[config.mk]
export PLATFORM = sky130hd
export DESIGN_NAME = piecewise_linear_lut_interp
export DESIGN_NICKNAME = d
export VERILOG_FILES = /design/src/sv/pli_pkg.sv /design/src/sv/pli_table.sv /design/src/sv/pli_div.sv /design/src/sv/piecewise_linear_lut_interp.sv
export SDC_FILE = /design/constraint.sdc
export NUM_CORES = 2
export LEC_CHECK = 0
export BUFFER_PORTS_ARGS = -buffer_cell sky130_fd_sc_hd__buf_2
export CELL_PAD_IN_SITES_DETAIL_PLACEMENT = 1
export CELL_PAD_IN_SITES_GLOBAL_PLACEMENT = 2
export CORE_AREA = 4 4 507 509
export DETAILED_ROUTE_END_ITERATION = 12
export DIE_AREA = 0 0 511 513
export HOLD_SLACK_MARGIN = 0.08
export PLACE_DENSITY_LB_ADDON = 0.3
export SLEW_MARGIN = 20
export SYNTH_ARGS = -nofsm -noshare
export SYNTH_HDL_FRONTEND = slang
export SYNTH_HIERARCHICAL = 1
export SYNTH_SLANG_ARGS = --single-unit
[constraint.sdc]
create_clock -name clk_i -period 9.1 [get_ports clk_i]
set_input_delay 1.365 -clock clk_i [delete_from_list [all_inputs] [get_ports clk_i]]
set_output_delay 1.365 -clock clk_i [all_outputs]
set_load 0.05 [all_outputs]
[src/sv/pli_pkg.sv]
// Shared types and constants for the piecewise linear interpolation block.
// No dependencies; imported by every other file of the block.
package pli_pkg;

  // Field widths of the beats
  localparam int unsigned PointW = 16;
  localparam int unsigned SlotW  = 6;
  localparam int unsigned CountW = 7;

  // Default table depth
  localparam int unsigned MaxPoints = 64;

  // Divider: 32-bit dividend, 16-bit divisor, 16 quotient bits
  localparam int unsigned ProdW  = 2 * PointW;
  localparam int unsigned DivCntW = $clog2(PointW + 1);

  // Action codes of an input beat
  localparam logic ACT_WRITE  = 1'b0;
  localparam logic ACT_LOOKUP = 1'b1;

  // One breakpoint pair as stored in the table
  typedef struct packed {
    logic [PointW-1:0] in_pt;
    logic [PointW-1:0] out_pt;
  } pli_entry_t;

  // Divider status toward the sequencer
  typedef struct packed {
    logic busy;
    logic done;
  } pli_div_stat_t;

endpackage

[src/sv/pli_table.sv]
// Breakpoint pair memory: one write port, one registered read port.
// Depends on pli_pkg for the entry type.
module pli_table #(
  parameter int unsigned DEPTH = pli_pkg::MaxPoints,
  parameter int unsigned AW    = $clog2(DEPTH)
) (
  input  logic                   clk_i,
  input  logic                   wr_en_i,
  input  logic [AW-1:0]          wr_addr_i,
  input  pli_pkg::pli_entry_t    wr_data_i,
  input  logic [AW-1:0]          rd_addr_i,
  output pli_pkg::pli_entry_t    rd_data_o
);
  import pli_pkg::*;

  pli_entry_t mem_q [DEPTH];
  pli_entry_t rd_data_q;

  // Store a pair on a write beat
  always_ff @(posedge clk_i) begin
    if (wr_en_i) begin
      mem_q[wr_addr_i] <= wr_data_i;
    end
  end

  // Register the read data every cycle
  always_ff @(posedge clk_i) begin
    rd_data_q <= mem_q[rd_addr_i];
  end

  assign rd_data_o = rd_data_q;

endmodule

[src/sv/pli_div.sv]
// Restoring divider, one quotient bit per cycle while busy; start is ignored while busy.
// Depends on pli_pkg. Requires the upper half of the dividend below the divisor.
module pli_div (
  input  logic                          clk_i,
  input  logic                          rst_ni,
  input  logic                          start_i,
  input  logic [pli_pkg::ProdW-1:0]     dividend_i,
  input  logic [pli_pkg::PointW-1:0]    divisor_i,
  output logic [pli_pkg::PointW-1:0]    quotient_o,
  output pli_pkg::pli_div_stat_t        stat_o
);
  import pli_pkg::*;

  logic [PointW-1:0]  rem_q, rem_d;
  logic [PointW-1:0]  quo_q, quo_d;
  logic [PointW-1:0]  dsr_q, dsr_d;
  logic [DivCntW-1:0] cnt_q, cnt_d;
  logic               busy_q, busy_d;
  logic               done_q, done_d;
  logic [PointW:0]    trial;
  logic [PointW:0]    diff;

  // Shift in the next dividend bit and try the subtract
  assign trial = {rem_q, quo_q[PointW-1]};
  assign diff  = trial - {1'b0, dsr_q};

  always_comb begin
    rem_d  = rem_q;
    quo_d  = quo_q;
    dsr_d  = dsr_q;
    cnt_d  = cnt_q;
    busy_d = busy_q;
    done_d = 1'b0;
    if (start_i && !busy_q) begin
      rem_d  = dividend_i[ProdW-1:PointW];
      quo_d  = dividend_i[PointW-1:0];
      dsr_d  = divisor_i;
      cnt_d  = DivCntW'(PointW);
      busy_d = 1'b1;
    end else if (busy_q) begin
      if (!diff[PointW]) begin
        rem_d = diff[PointW-1:0];
        quo_d = {quo_q[PointW-2:0], 1'b1};
      end else begin
        rem_d = trial[PointW-1:0];
        quo_d = {quo_q[PointW-2:0], 1'b0};
      end
      cnt_d = cnt_q - 1'b1;
      if (cnt_q == DivCntW'(1)) begin
        busy_d = 1'b0;
        done_d = 1'b1;
      end
    end
  end

  always_ff @(posedge clk_i or negedge rst_ni) begin
    if (!rst_ni) begin
      busy_q <= 1'b0;
      done_q <= 1'b0;
      cnt_q  <= '0;
    end else begin
      busy_q <= busy_d;
      done_q <= done_d;
      cnt_q  <= cnt_d;
    end
  end

  // Datapath registers need no reset
  always_ff @(posedge clk_i) begin
    rem_q <= rem_d;
    quo_q <= quo_d;
    dsr_q <= dsr_d;
  end

  assign quotient_o  = quo_q;
  assign stat_o.busy = busy_q;
  assign stat_o.done = done_q;

endmodule

[src/sv/piecewise_linear_lut_interp.sv]
// Top level: sequencer, breakpoint memory and divider of the interpolator.
// Depends on pli_pkg, pli_table and pli_div.
//
//  channel | signals                                           | dir
//  --------+---------------------------------------------------+-----
//  in      | in_valid_i/in_ready_o, action, entry_index,       | in
//          | in_point, out_point, sample                       |
//  out     | out_valid_o/out_ready_i, result, no_segment       | out
//  cfg     | cfg_valid_i/cfg_ready_o, points_in_use            | in
//
// A write beat is stored as it is accepted. A lookup scans S segments, S up to
// points_in_use - 1, one memory read per segment; a bracketing segment then goes
// through the multiply and, unless zero wide, the 16-step divider. Clamped lookups skip both.
// Reset is asynchronous, active low; table contents are kept undefined until written.
// A result waits in the output register; the block takes new beats meanwhile and
// stalls only when a second result is ready before the first is taken.
module piecewise_linear_lut_interp #(
  parameter int unsigned MAX_POINTS = pli_pkg::MaxPoints
) (
  input  logic                          clk_i,
  input  logic                          rst_ni,
  input  logic                          in_valid_i,
  output logic                          in_ready_o,
  input  logic                          action_i,
  input  logic [pli_pkg::SlotW-1:0]     entry_index_i,
  input  logic [pli_pkg::PointW-1:0]    in_point_i,
  input  logic [pli_pkg::PointW-1:0]    out_point_i,
  input  logic [pli_pkg::PointW-1:0]    sample_i,
  output logic                          out_valid_o,
  input  logic                          out_ready_i,
  output logic [pli_pkg::PointW-1:0]    result_o,
  output logic                          no_segment_o,
  input  logic                          cfg_valid_i,
  output logic                          cfg_ready_o,
  input  logic [pli_pkg::CountW-1:0]    points_in_use_i
);
  import pli_pkg::*;

  localparam int unsigned AW = $clog2(MAX_POINTS);

  typedef enum logic [2:0] {
    ST_IDLE, ST_FIRST, ST_LAST, ST_SCAN, ST_MUL, ST_DIVS, ST_DIVW, ST_OUT
  } state_e;

  state_e            state_q, state_d;
  logic [PointW-1:0] sample_q, sample_d;
  pli_entry_t        lo_q, lo_d;
  pli_entry_t        hi_q, hi_d;
  logic [AW-1:0]     hi_idx_q, hi_idx_d;
  logic [AW-1:0]     last_idx_q, last_idx_d;
  logic              neg_q, neg_d;
  logic [ProdW-1:0]  prod_q, prod_d;
  logic [PointW-1:0] res_q, res_d;
  logic              nseg_q, nseg_d;
  logic              out_valid_q, out_valid_d;
  logic [PointW-1:0] result_q, result_d;
  logic              no_seg_q, no_seg_d;

  logic              in_acc;
  logic              tbl_wr_en;
  pli_entry_t        tbl_wr_data;
  logic [AW-1:0]     rd_addr;
  pli_entry_t        rd_data;
  logic              div_start;
  logic [PointW-1:0] div_quo;
  pli_div_stat_t     div_st;
  logic [PointW-1:0] seg_width;
  logic [PointW-1:0] dx;
  logic [PointW-1:0] dy_mag;
  logic [31:0]       cnt_ext;

  assign in_ready_o  = (state_q == ST_IDLE);
  assign cfg_ready_o = (state_q == ST_IDLE);
  assign in_acc      = in_valid_i && in_ready_o;

  // Store a pair on a write beat; drop slots beyond the table
  assign tbl_wr_en = in_acc && (action_i == ACT_WRITE) &&
                     (32'(entry_index_i) < 32'(MAX_POINTS));
  assign tbl_wr_data.in_pt  = in_point_i;
  assign tbl_wr_data.out_pt = out_point_i;

  pli_table #(
    .DEPTH (MAX_POINTS),
    .AW    (AW)
  ) u_table (
    .clk_i     (clk_i),
    .wr_en_i   (tbl_wr_en),
    .wr_addr_i (AW'(entry_index_i)),
    .wr_data_i (tbl_wr_data),
    .rd_addr_i (rd_addr),
    .rd_data_o (rd_data)
  );

  pli_div u_div (
    .clk_i      (clk_i),
    .rst_ni     (rst_ni),
    .start_i    (div_start),
    .dividend_i (prod_q),
    .divisor_i  (seg_width),
    .quotient_o (div_quo),
    .stat_o     (div_st)
  );

  // Segment geometry from the bracketing pair
  assign seg_width = hi_q.in_pt - lo_q.in_pt;
  assign dx        = sample_q - lo_q.in_pt;
  assign dy_mag    = (hi_q.out_pt < lo_q.out_pt) ? (lo_q.out_pt - hi_q.out_pt)
                                                 : (hi_q.out_pt - lo_q.out_pt);

  // Clamp the written count to between 2 and the table depth and derive the last index
  always_comb begin
    cnt_ext    = 32'(points_in_use_i);
    if (cnt_ext < 32'd2) begin
      cnt_ext = 32'd2;
    end else if (cnt_ext > 32'(MAX_POINTS)) begin
      cnt_ext = 32'(MAX_POINTS);
    end
    last_idx_d = last_idx_q;
    if (cfg_valid_i && cfg_ready_o) begin
      last_idx_d = AW'(cnt_ext - 32'd1);
    end
  end

  // Sequencer: clamp checks, segment scan, multiply, divide, hand off
  always_comb begin
    state_d     = state_q;
    sample_d    = sample_q;
    lo_d        = lo_q;
    hi_d        = hi_q;
    hi_idx_d    = hi_idx_q;
    neg_d       = neg_q;
    prod_d      = prod_q;
    res_d       = res_q;
    nseg_d      = nseg_q;
    rd_addr     = '0;
    div_start   = 1'b0;
    out_valid_d = out_valid_q && !out_ready_i;
    result_d    = result_q;
    no_seg_d    = no_seg_q;
    case (state_q)
      ST_IDLE: begin
        if (in_acc && (action_i == ACT_LOOKUP)) begin
          sample_d = sample_i;
          state_d  = ST_FIRST;
        end
      end
      ST_FIRST: begin
        if (sample_q <= rd_data.in_pt) begin
          res_d   = rd_data.out_pt;
          nseg_d  = 1'b0;
          state_d = ST_OUT;
        end else begin
          lo_d    = rd_data;
          rd_addr = last_idx_q;
          state_d = ST_LAST;
        end
      end
      ST_LAST: begin
        if (sample_q >= rd_data.in_pt) begin
          res_d   = rd_data.out_pt;
          nseg_d  = 1'b0;
          state_d = ST_OUT;
        end else begin
          rd_addr  = AW'(1);
          hi_idx_d = AW'(1);
          state_d  = ST_SCAN;
        end
      end
      ST_SCAN: begin
        if ((sample_q >= lo_q.in_pt) && (sample_q <= rd_data.in_pt)) begin
          hi_d    = rd_data;
          state_d = ST_MUL;
        end else if (hi_idx_q == last_idx_q) begin
          res_d   = '0;
          nseg_d  = 1'b1;
          state_d = ST_OUT;
        end else begin
          lo_d     = rd_data;
          hi_idx_d = hi_idx_q + 1'b1;
          rd_addr  = hi_idx_q + 1'b1;
        end
      end
      ST_MUL: begin
        nseg_d = 1'b0;
        if (seg_width == '0) begin
          res_d   = lo_q.out_pt;
          state_d = ST_OUT;
        end else begin
          prod_d  = ProdW'(dx) * ProdW'(dy_mag);
          neg_d   = (hi_q.out_pt < lo_q.out_pt);
          state_d = ST_DIVS;
        end
      end
      ST_DIVS: begin
        div_start = 1'b1;
        state_d   = ST_DIVW;
      end
      ST_DIVW: begin
        if (div_st.done) begin
          res_d   = neg_q ? (lo_q.out_pt - div_quo) : (lo_q.out_pt + div_quo);
          state_d = ST_OUT;
        end
      end
      ST_OUT: begin
        if (!out_valid_q || out_ready_i) begin
          out_valid_d = 1'b1;
          result_d    = res_q;
          no_seg_d    = nseg_q;
          state_d     = ST_IDLE;
        end
      end
      default: begin
        state_d = ST_IDLE;
      end
    endcase
  end

  // Hold state, configuration and the output beat
  always_ff @(posedge clk_i or negedge rst_ni) begin
    if (!rst_ni) begin
      state_q     <= ST_IDLE;
      last_idx_q  <= AW'(1);
      out_valid_q <= 1'b0;
    end else begin
      state_q     <= state_d;
      last_idx_q  <= last_idx_d;
      out_valid_q <= out_valid_d;
    end
  end

  // Datapath registers
  always_ff @(posedge clk_i) begin
    sample_q <= sample_d;
    lo_q     <= lo_d;
    hi_q     <= hi_d;
    hi_idx_q <= hi_idx_d;
    neg_q    <= neg_d;
    prod_q   <= prod_d;
    res_q    <= res_d;
    nseg_q   <= nseg_d;
    result_q <= result_d;
    no_seg_q <= no_seg_d;
  end

  assign out_valid_o  = out_valid_q;
  assign result_o     = result_q;
  assign no_segment_o = no_seg_q;

`ifndef NO_ASSERTIONS
  a_lookup_busy: assert property (@(posedge clk_i) disable iff (!rst_ni)
    in_acc && (action_i == ACT_LOOKUP) |=> !in_ready_o)
    else $error("lookup accepted but block still ready");

  a_wr_idle: assert property (@(posedge clk_i) disable iff (!rst_ni)
    tbl_wr_en |-> (state_q == ST_IDLE))
    else $error("table written during a lookup");

  a_div_done: assert property (@(posedge clk_i) disable iff (!rst_ni)
    div_st.done |-> (state_q == ST_DIVW))
    else $error("divider finished outside the wait state");

  a_noseg_zero: assert property (@(posedge clk_i) disable iff (!rst_ni)
    out_valid_o && no_segment_o |-> (result_o == '0))
    else $error("no segment flagged with a nonzero result");

  a_out_load: assert property (@(posedge clk_i) disable iff (!rst_ni)
    (state_q == ST_OUT) && (!out_valid_q || out_ready_i) |=> out_valid_o)
    else $error("finished result not loaded into the output register");
`endif

endmodule
* After elaboration in Yosys (flattened, before gate mapping)
Memories as Yosys holds them, arrays and structs flattened. A register that Yosys moved wholly into a read port is not among the register bits.
Cells that the tools add are included.
** Storage, ports and cells
- Input bits :: 67
- Output and inout bits :: 20
- RAM bits :: 2048
- Register bits :: 218
- Memories :: 1
- Word-level logic and storage cells :: 146
** Memories
- u_table.mem_q :: words 64, width 32, read ports 1, clocked after Yosys merged registers in 1, wr ports 1, RTL line pli_table.sv:16 : pli_entry_t mem_q [DEPTH];
** Operators by class
- Equality and inequality tests :: 21
- Muxes and demuxes :: 57
- Bitwise gates (word level) :: 2
- $lt $le $gt $ge :: 6
- $mul :: 1
- $add $sub $neg :: 10
- Reduce and logical (&&, ||, !) cells :: 27
** Operators by type and width (number)
- 16-bit two-way mux :: 13
- 32-bit two-way mux :: 3
- 16-bit one-hot mux with 5 select lines :: 1
- 16-bit subtractor :: 5
- 32-bit one-hot mux with 2 select lines :: 1
- 6-bit two-way mux :: 8
- 16-bit greater-or-equal comparator :: 2
- 16-bit by 16-bit multiplier with 32-bit output :: 1
- 3-bit one-hot mux with 8 select lines :: 1
- 3-bit two-way mux :: 7
- 2-bit != test (second input constant) :: 9
- 6-bit one-hot mux with 3 select lines :: 1
- 1-bit two-way mux :: 17
- 17-bit by 16-bit subtractor with 17-bit output :: 1
- 16-bit adder :: 1
- 16-bit less-or-equal comparator :: 1
- 16-bit zero test :: 1
- 16-bit < comparator :: 1
- 3-bit == test (second input constant) :: 4
- 6-bit one-hot mux with 2 select lines :: 1
- 4-bit AND reduction :: 3
- 5-bit two-way mux :: 2
- 2-bit AND reduction :: 4
- 7-bit greater-than comparator (second input constant) :: 1
- other kinds (22) :: 35

* Depth between registers and ports, before layout
- Depth after elaboration :: 5
- Mapped depth :: 37
- Depth with buffers taken out :: 33

* Hierarchy
The synthesis kept the hierarchy.
** By module, submodules not included
- pli_table :: seq. area each 62139.6 sq um, instances 1, area an instance 78515.3 sq um, cells an instance 3324
- piecewise_linear_lut_interp :: seq. area each 4845.9 sq um, instances 1, area an instance 19012.0 sq um, cells an instance 2002
- pli_div :: seq. area each 1616.6 sq um, instances 1, area an instance 3166.8 sq um, cells an instance 316

* Least setup slack after synthesis
Ideal clock, no wire load.
- Path type :: flip-flop to flip-flop
- From :: register lo_q[13] (netlist name)
- To :: register prod_q[30] (data pin)
- Path slack :: 1.035 ns
- Clock period less this slack :: 8.065 ns
- Setup time :: 0.258 ns
- Data arrival time :: 7.807 ns
- Cell stages (with the launch flop) :: 35
- Data required time :: 8.842 ns
- Path buffers :: 4
- Path through :: edfxtp_1 > inv_1 > ha_1 > buf_4 > a21o_1 > a22o_1 > o31a_4 > nor2_8 > buf_6 > mux2_2 > a21oi_2 > xnor2_2 > buf_4 > nand2_1 > fa_1 > inv_1 > fa_1 > inv_1 > fa_1 > inv_1 > fa_1 > fa_1 > inv_1 > fa_1 > inv_1 > ha_1 > clkbuf_1 > a21o_1 > o21ai_0 > a21oi_1 > o21bai_1 > a31oi_1 > a311o_1 > a21oi_1 > xnor2_1
** On the way
- Cells in the longest elaborated chain, start to end :: 3
- Elaborated cells on any way between the ends :: 5
- Classes of those cells :: 2 x add/sub; 1 x mul; 1 x order compare; 1 x mux
** RTL lines
- start, declared :: RTL line piecewise_linear_lut_interp.sv:47 : pli_entry_t lo_q, lo_d;
- start signal, assigned :: RTL line piecewise_linear_lut_interp.sv:234 : lo_q <= lo_d;
- 16-bit subtractor, or another cell as far along :: RTL line piecewise_linear_lut_interp.sv:108 : : (hi_q.out_pt - lo_q.out_pt);
- 16-bit two-way mux * :: RTL line piecewise_linear_lut_interp.sv:107 : assign dy_mag = (hi_q.out_pt < lo_q.out_pt) ? (lo_q.out_pt - hi_q.out_pt)
- 16-bit by 16-bit multiplier with 32-bit output * :: RTL line piecewise_linear_lut_interp.sv:189 : prod_d = ProdW'(dx) * ProdW'(dy_mag);
- end signal, assigned :: RTL line piecewise_linear_lut_interp.sv:238 : prod_q <= prod_d;
- end, declared :: RTL line piecewise_linear_lut_interp.sv:52 : logic [ProdW-1:0] prod_q, prod_d;
Every way passes the cells marked *; elsewhere a longest branch is shown, timed or not.
A chain may end at the register's enable or synchronous reset.

* Final worst setup path
- From :: register lo_q[3] (netlist name)
- To :: register prod_q[30] (data pin)
The elaborated chain is that of the path after synthesis.

==> impl_results.md <==
* Residual DRC count at 0
* Setup violators final at 0
* WP buf/inv at 5
* Layout cell share with drive strength beyond 1 at 0.216
* DRT Pass-1 Iters at 5
* Tightest Hold Check Type: flip-flop to flip-flop
* Initial antenna violation count at 18
* Routed Antenna Nets at 0
* Dpl cells at 9074
* Final cycle utilization of the critical path at 0.968
* First-pass GRT wire length at 417 mm
* Area post-placement at 107000 µm²
* Most frequent cells in the layout: 2249 x edfxtp_1, 544 x mux4_2, 366 x inv_1
* Outcome: completed
* Slowest Stage Delay on Critical Path at 0.55 ns
* IO buf count at 86
* Gr ovfl total at 0
* Critical path class: flip-flop to flip-flop
* Initial Util at 0.398
* DIE AREA at 262000 µm²
* Post-route design area at 114000 µm²
* Clock Pin Slew Worst Setup and Hold Paths at 0.06 ns
* Vias in the first global route at 57300
* Synth Area per Inst at 17.8 µm²
* Number of cell rows at 185
* Mapped Area at 101000 µm²
* Worst path slowest cell: fa_1
* Final Hold Viols at 0
* Core region area at 253000 µm²
* RSZ-0062 raised after global routing: yes
* Ys Warns at 6
* Clock period minus worst slack at 8.81 ns
* Later-pin clock latency in the skew report at 0.89 ns
* Met1 Track Usage GR at 0.309
* Largest net degree at the start of global routing at 90
* Fin worst setup slack at 0.292 ns
* Rel. slew slack at 0.268
* Nets@finish at 6431
* Detail Placement HPWL at 179 mm
* CP Capture Type: flip-flop
* # IOs at 87
* DP Worst Slack at 0.0351 ns
* CTS tree: done
* Slew @ Worst Pin at 1.10 ns
* Max_cap viols at 0
* Area Growth Syn to Fin at 13.6%
* Met2 Use GR at 0.357
* CTS Hold Bufs at 0
* Via count at 53900
* Max-slew violation count at 0
* Synth Instances at 5641
* Post-route insts no fill at 9516
* Clock Path Buffers at 3
* Commonest non-fill, non-tap cell in the layout: edfxtp_1
* WL/cell at 30.4 µm
* WL final at 289 mm
* Routability Congestion at 0.873
* Clk_skew at 0.0916 ns
* Most used cell, CP: fa_1
* Worst-path maximum fanout at 15
* Delay-heaviest family, CP: adder cells
* Die Span Y at 513 µm
* # clock sinks at 2298
* Worst setup SP type: flip-flop
* Vias/cell at 5.67
* Mapped Nets at 6126
* CP arrival at 9.45 ns
* CP required at 9.74 ns
* Total GRT Usage at 0.220
* Max H-tree Level at 4
* Layer with the highest usage: met2
* Clk root buf: clkbuf_16
* X dimension of the die at 511 µm
* Total CTS buffers at 235
* GR Util met3 at 0.0459
* DRT iter0 DRCs at 5672
* Fmax achieved at 114 MHz
cell type report:
class / instances / area, µm²
antenna: 6 / 15.0
clock buffer: 285 / 6110
clock inverter: 150 / 1610
fill: 23900 / 139000
inverter: 368 / 1380
multi-input combinational: 2728 / 30100
sequential: 2298 / 68600
tap: 3366 / 4210
timing repair buffer: 315 / 2350
metal layers:
layer / up-vias / share of wire
li1: 22600 / -
met1: 29200 / 0.43
met2: 1779 / 0.48
met3: 331 / 0.073
met4: 6 / 0.019
met5: - / 0.00012
worst reg2reg max path, delay by kind of cell (launching register included):
kind,cells,cell delay [ns]
AO/OA/AOI/OAI,13,2.68
XOR/XNOR,2,0.33
AND/OR/NAND/NOR,2,0.39
multiplexers,1,0.39
buffers and inverters,5,0.42
flip-flops,1,0.43
adder cells (fa/ha/maj),8,3.93
state kept, by name, summed over array words and instances, names as in the netlist:
signal / cells
hi_idx_q: 6
hi_q: 32
last_idx_q: 6
lo_q: 32
neg_q: 1
no_segment_o: 1
nseg_q: 1
out_valid_o: 1
prod_q: 32
res_q: 16
result_o: 16
sample_q: 16
state_q: 3
u_div/busy_q: 1
u_div/cnt_q: 5
u_div/done_q: 1
u_div/dsr_q: 16
u_div/quotient_o: 16
u_div/rem_q: 16
u_table/mem_q: 2048
u_table/rd_data_o: 32
timing repair:
item,in CTS,in global routing
gates resized for setup,0,6
endpoints found under the setup margin,0,12
buffers inserted,0,1
metrics by stage:
| step | utilization | TNS, ns | hold WS [ns] |
|---|---|---|---|
| after global routing | 0.452 | -0.124 | 0.408 |
| after detailed placement | 0.421 | 0 | 0.409 |
| after floorplan | - | 0 | 0.400 |
| after global placement | 0.421 | 0 | 0.409 |
| after CTS | 0.452 | 0 | 0.385 |
| final | 0.452 | 0 | 0.403 |
path summary, 6_finish.rpt:
kind	startpoint	endpoint	slack, ns	cells after the start
max in group asynchronous	rst_ni	last_idx_q[0]$_DFFE_PN1P_	8.28	1
worst max-delay path	lo_q[3]$_DFFE_PP_	prod_q[30]$_DFFE_PP_	0.29	31
min in group asynchronous	rst_ni	u_div/cnt_q[1]$_DFFE_PN0P_	0.45	1
worst min register to register	res_q[10]$_DFFE_PP_	result_o[10]$_DFFE_PP_	0.40	0
worst max register to register	lo_q[3]$_DFFE_PP_	prod_q[30]$_DFFE_PP_	0.29	31
worst min-delay path	res_q[10]$_DFFE_PP_	result_o[10]$_DFFE_PP_	0.40	0
Power is left out: the tool's default activity adds up to more than one toggle a clock period on the data nets, which glitch-free logic cannot reach.
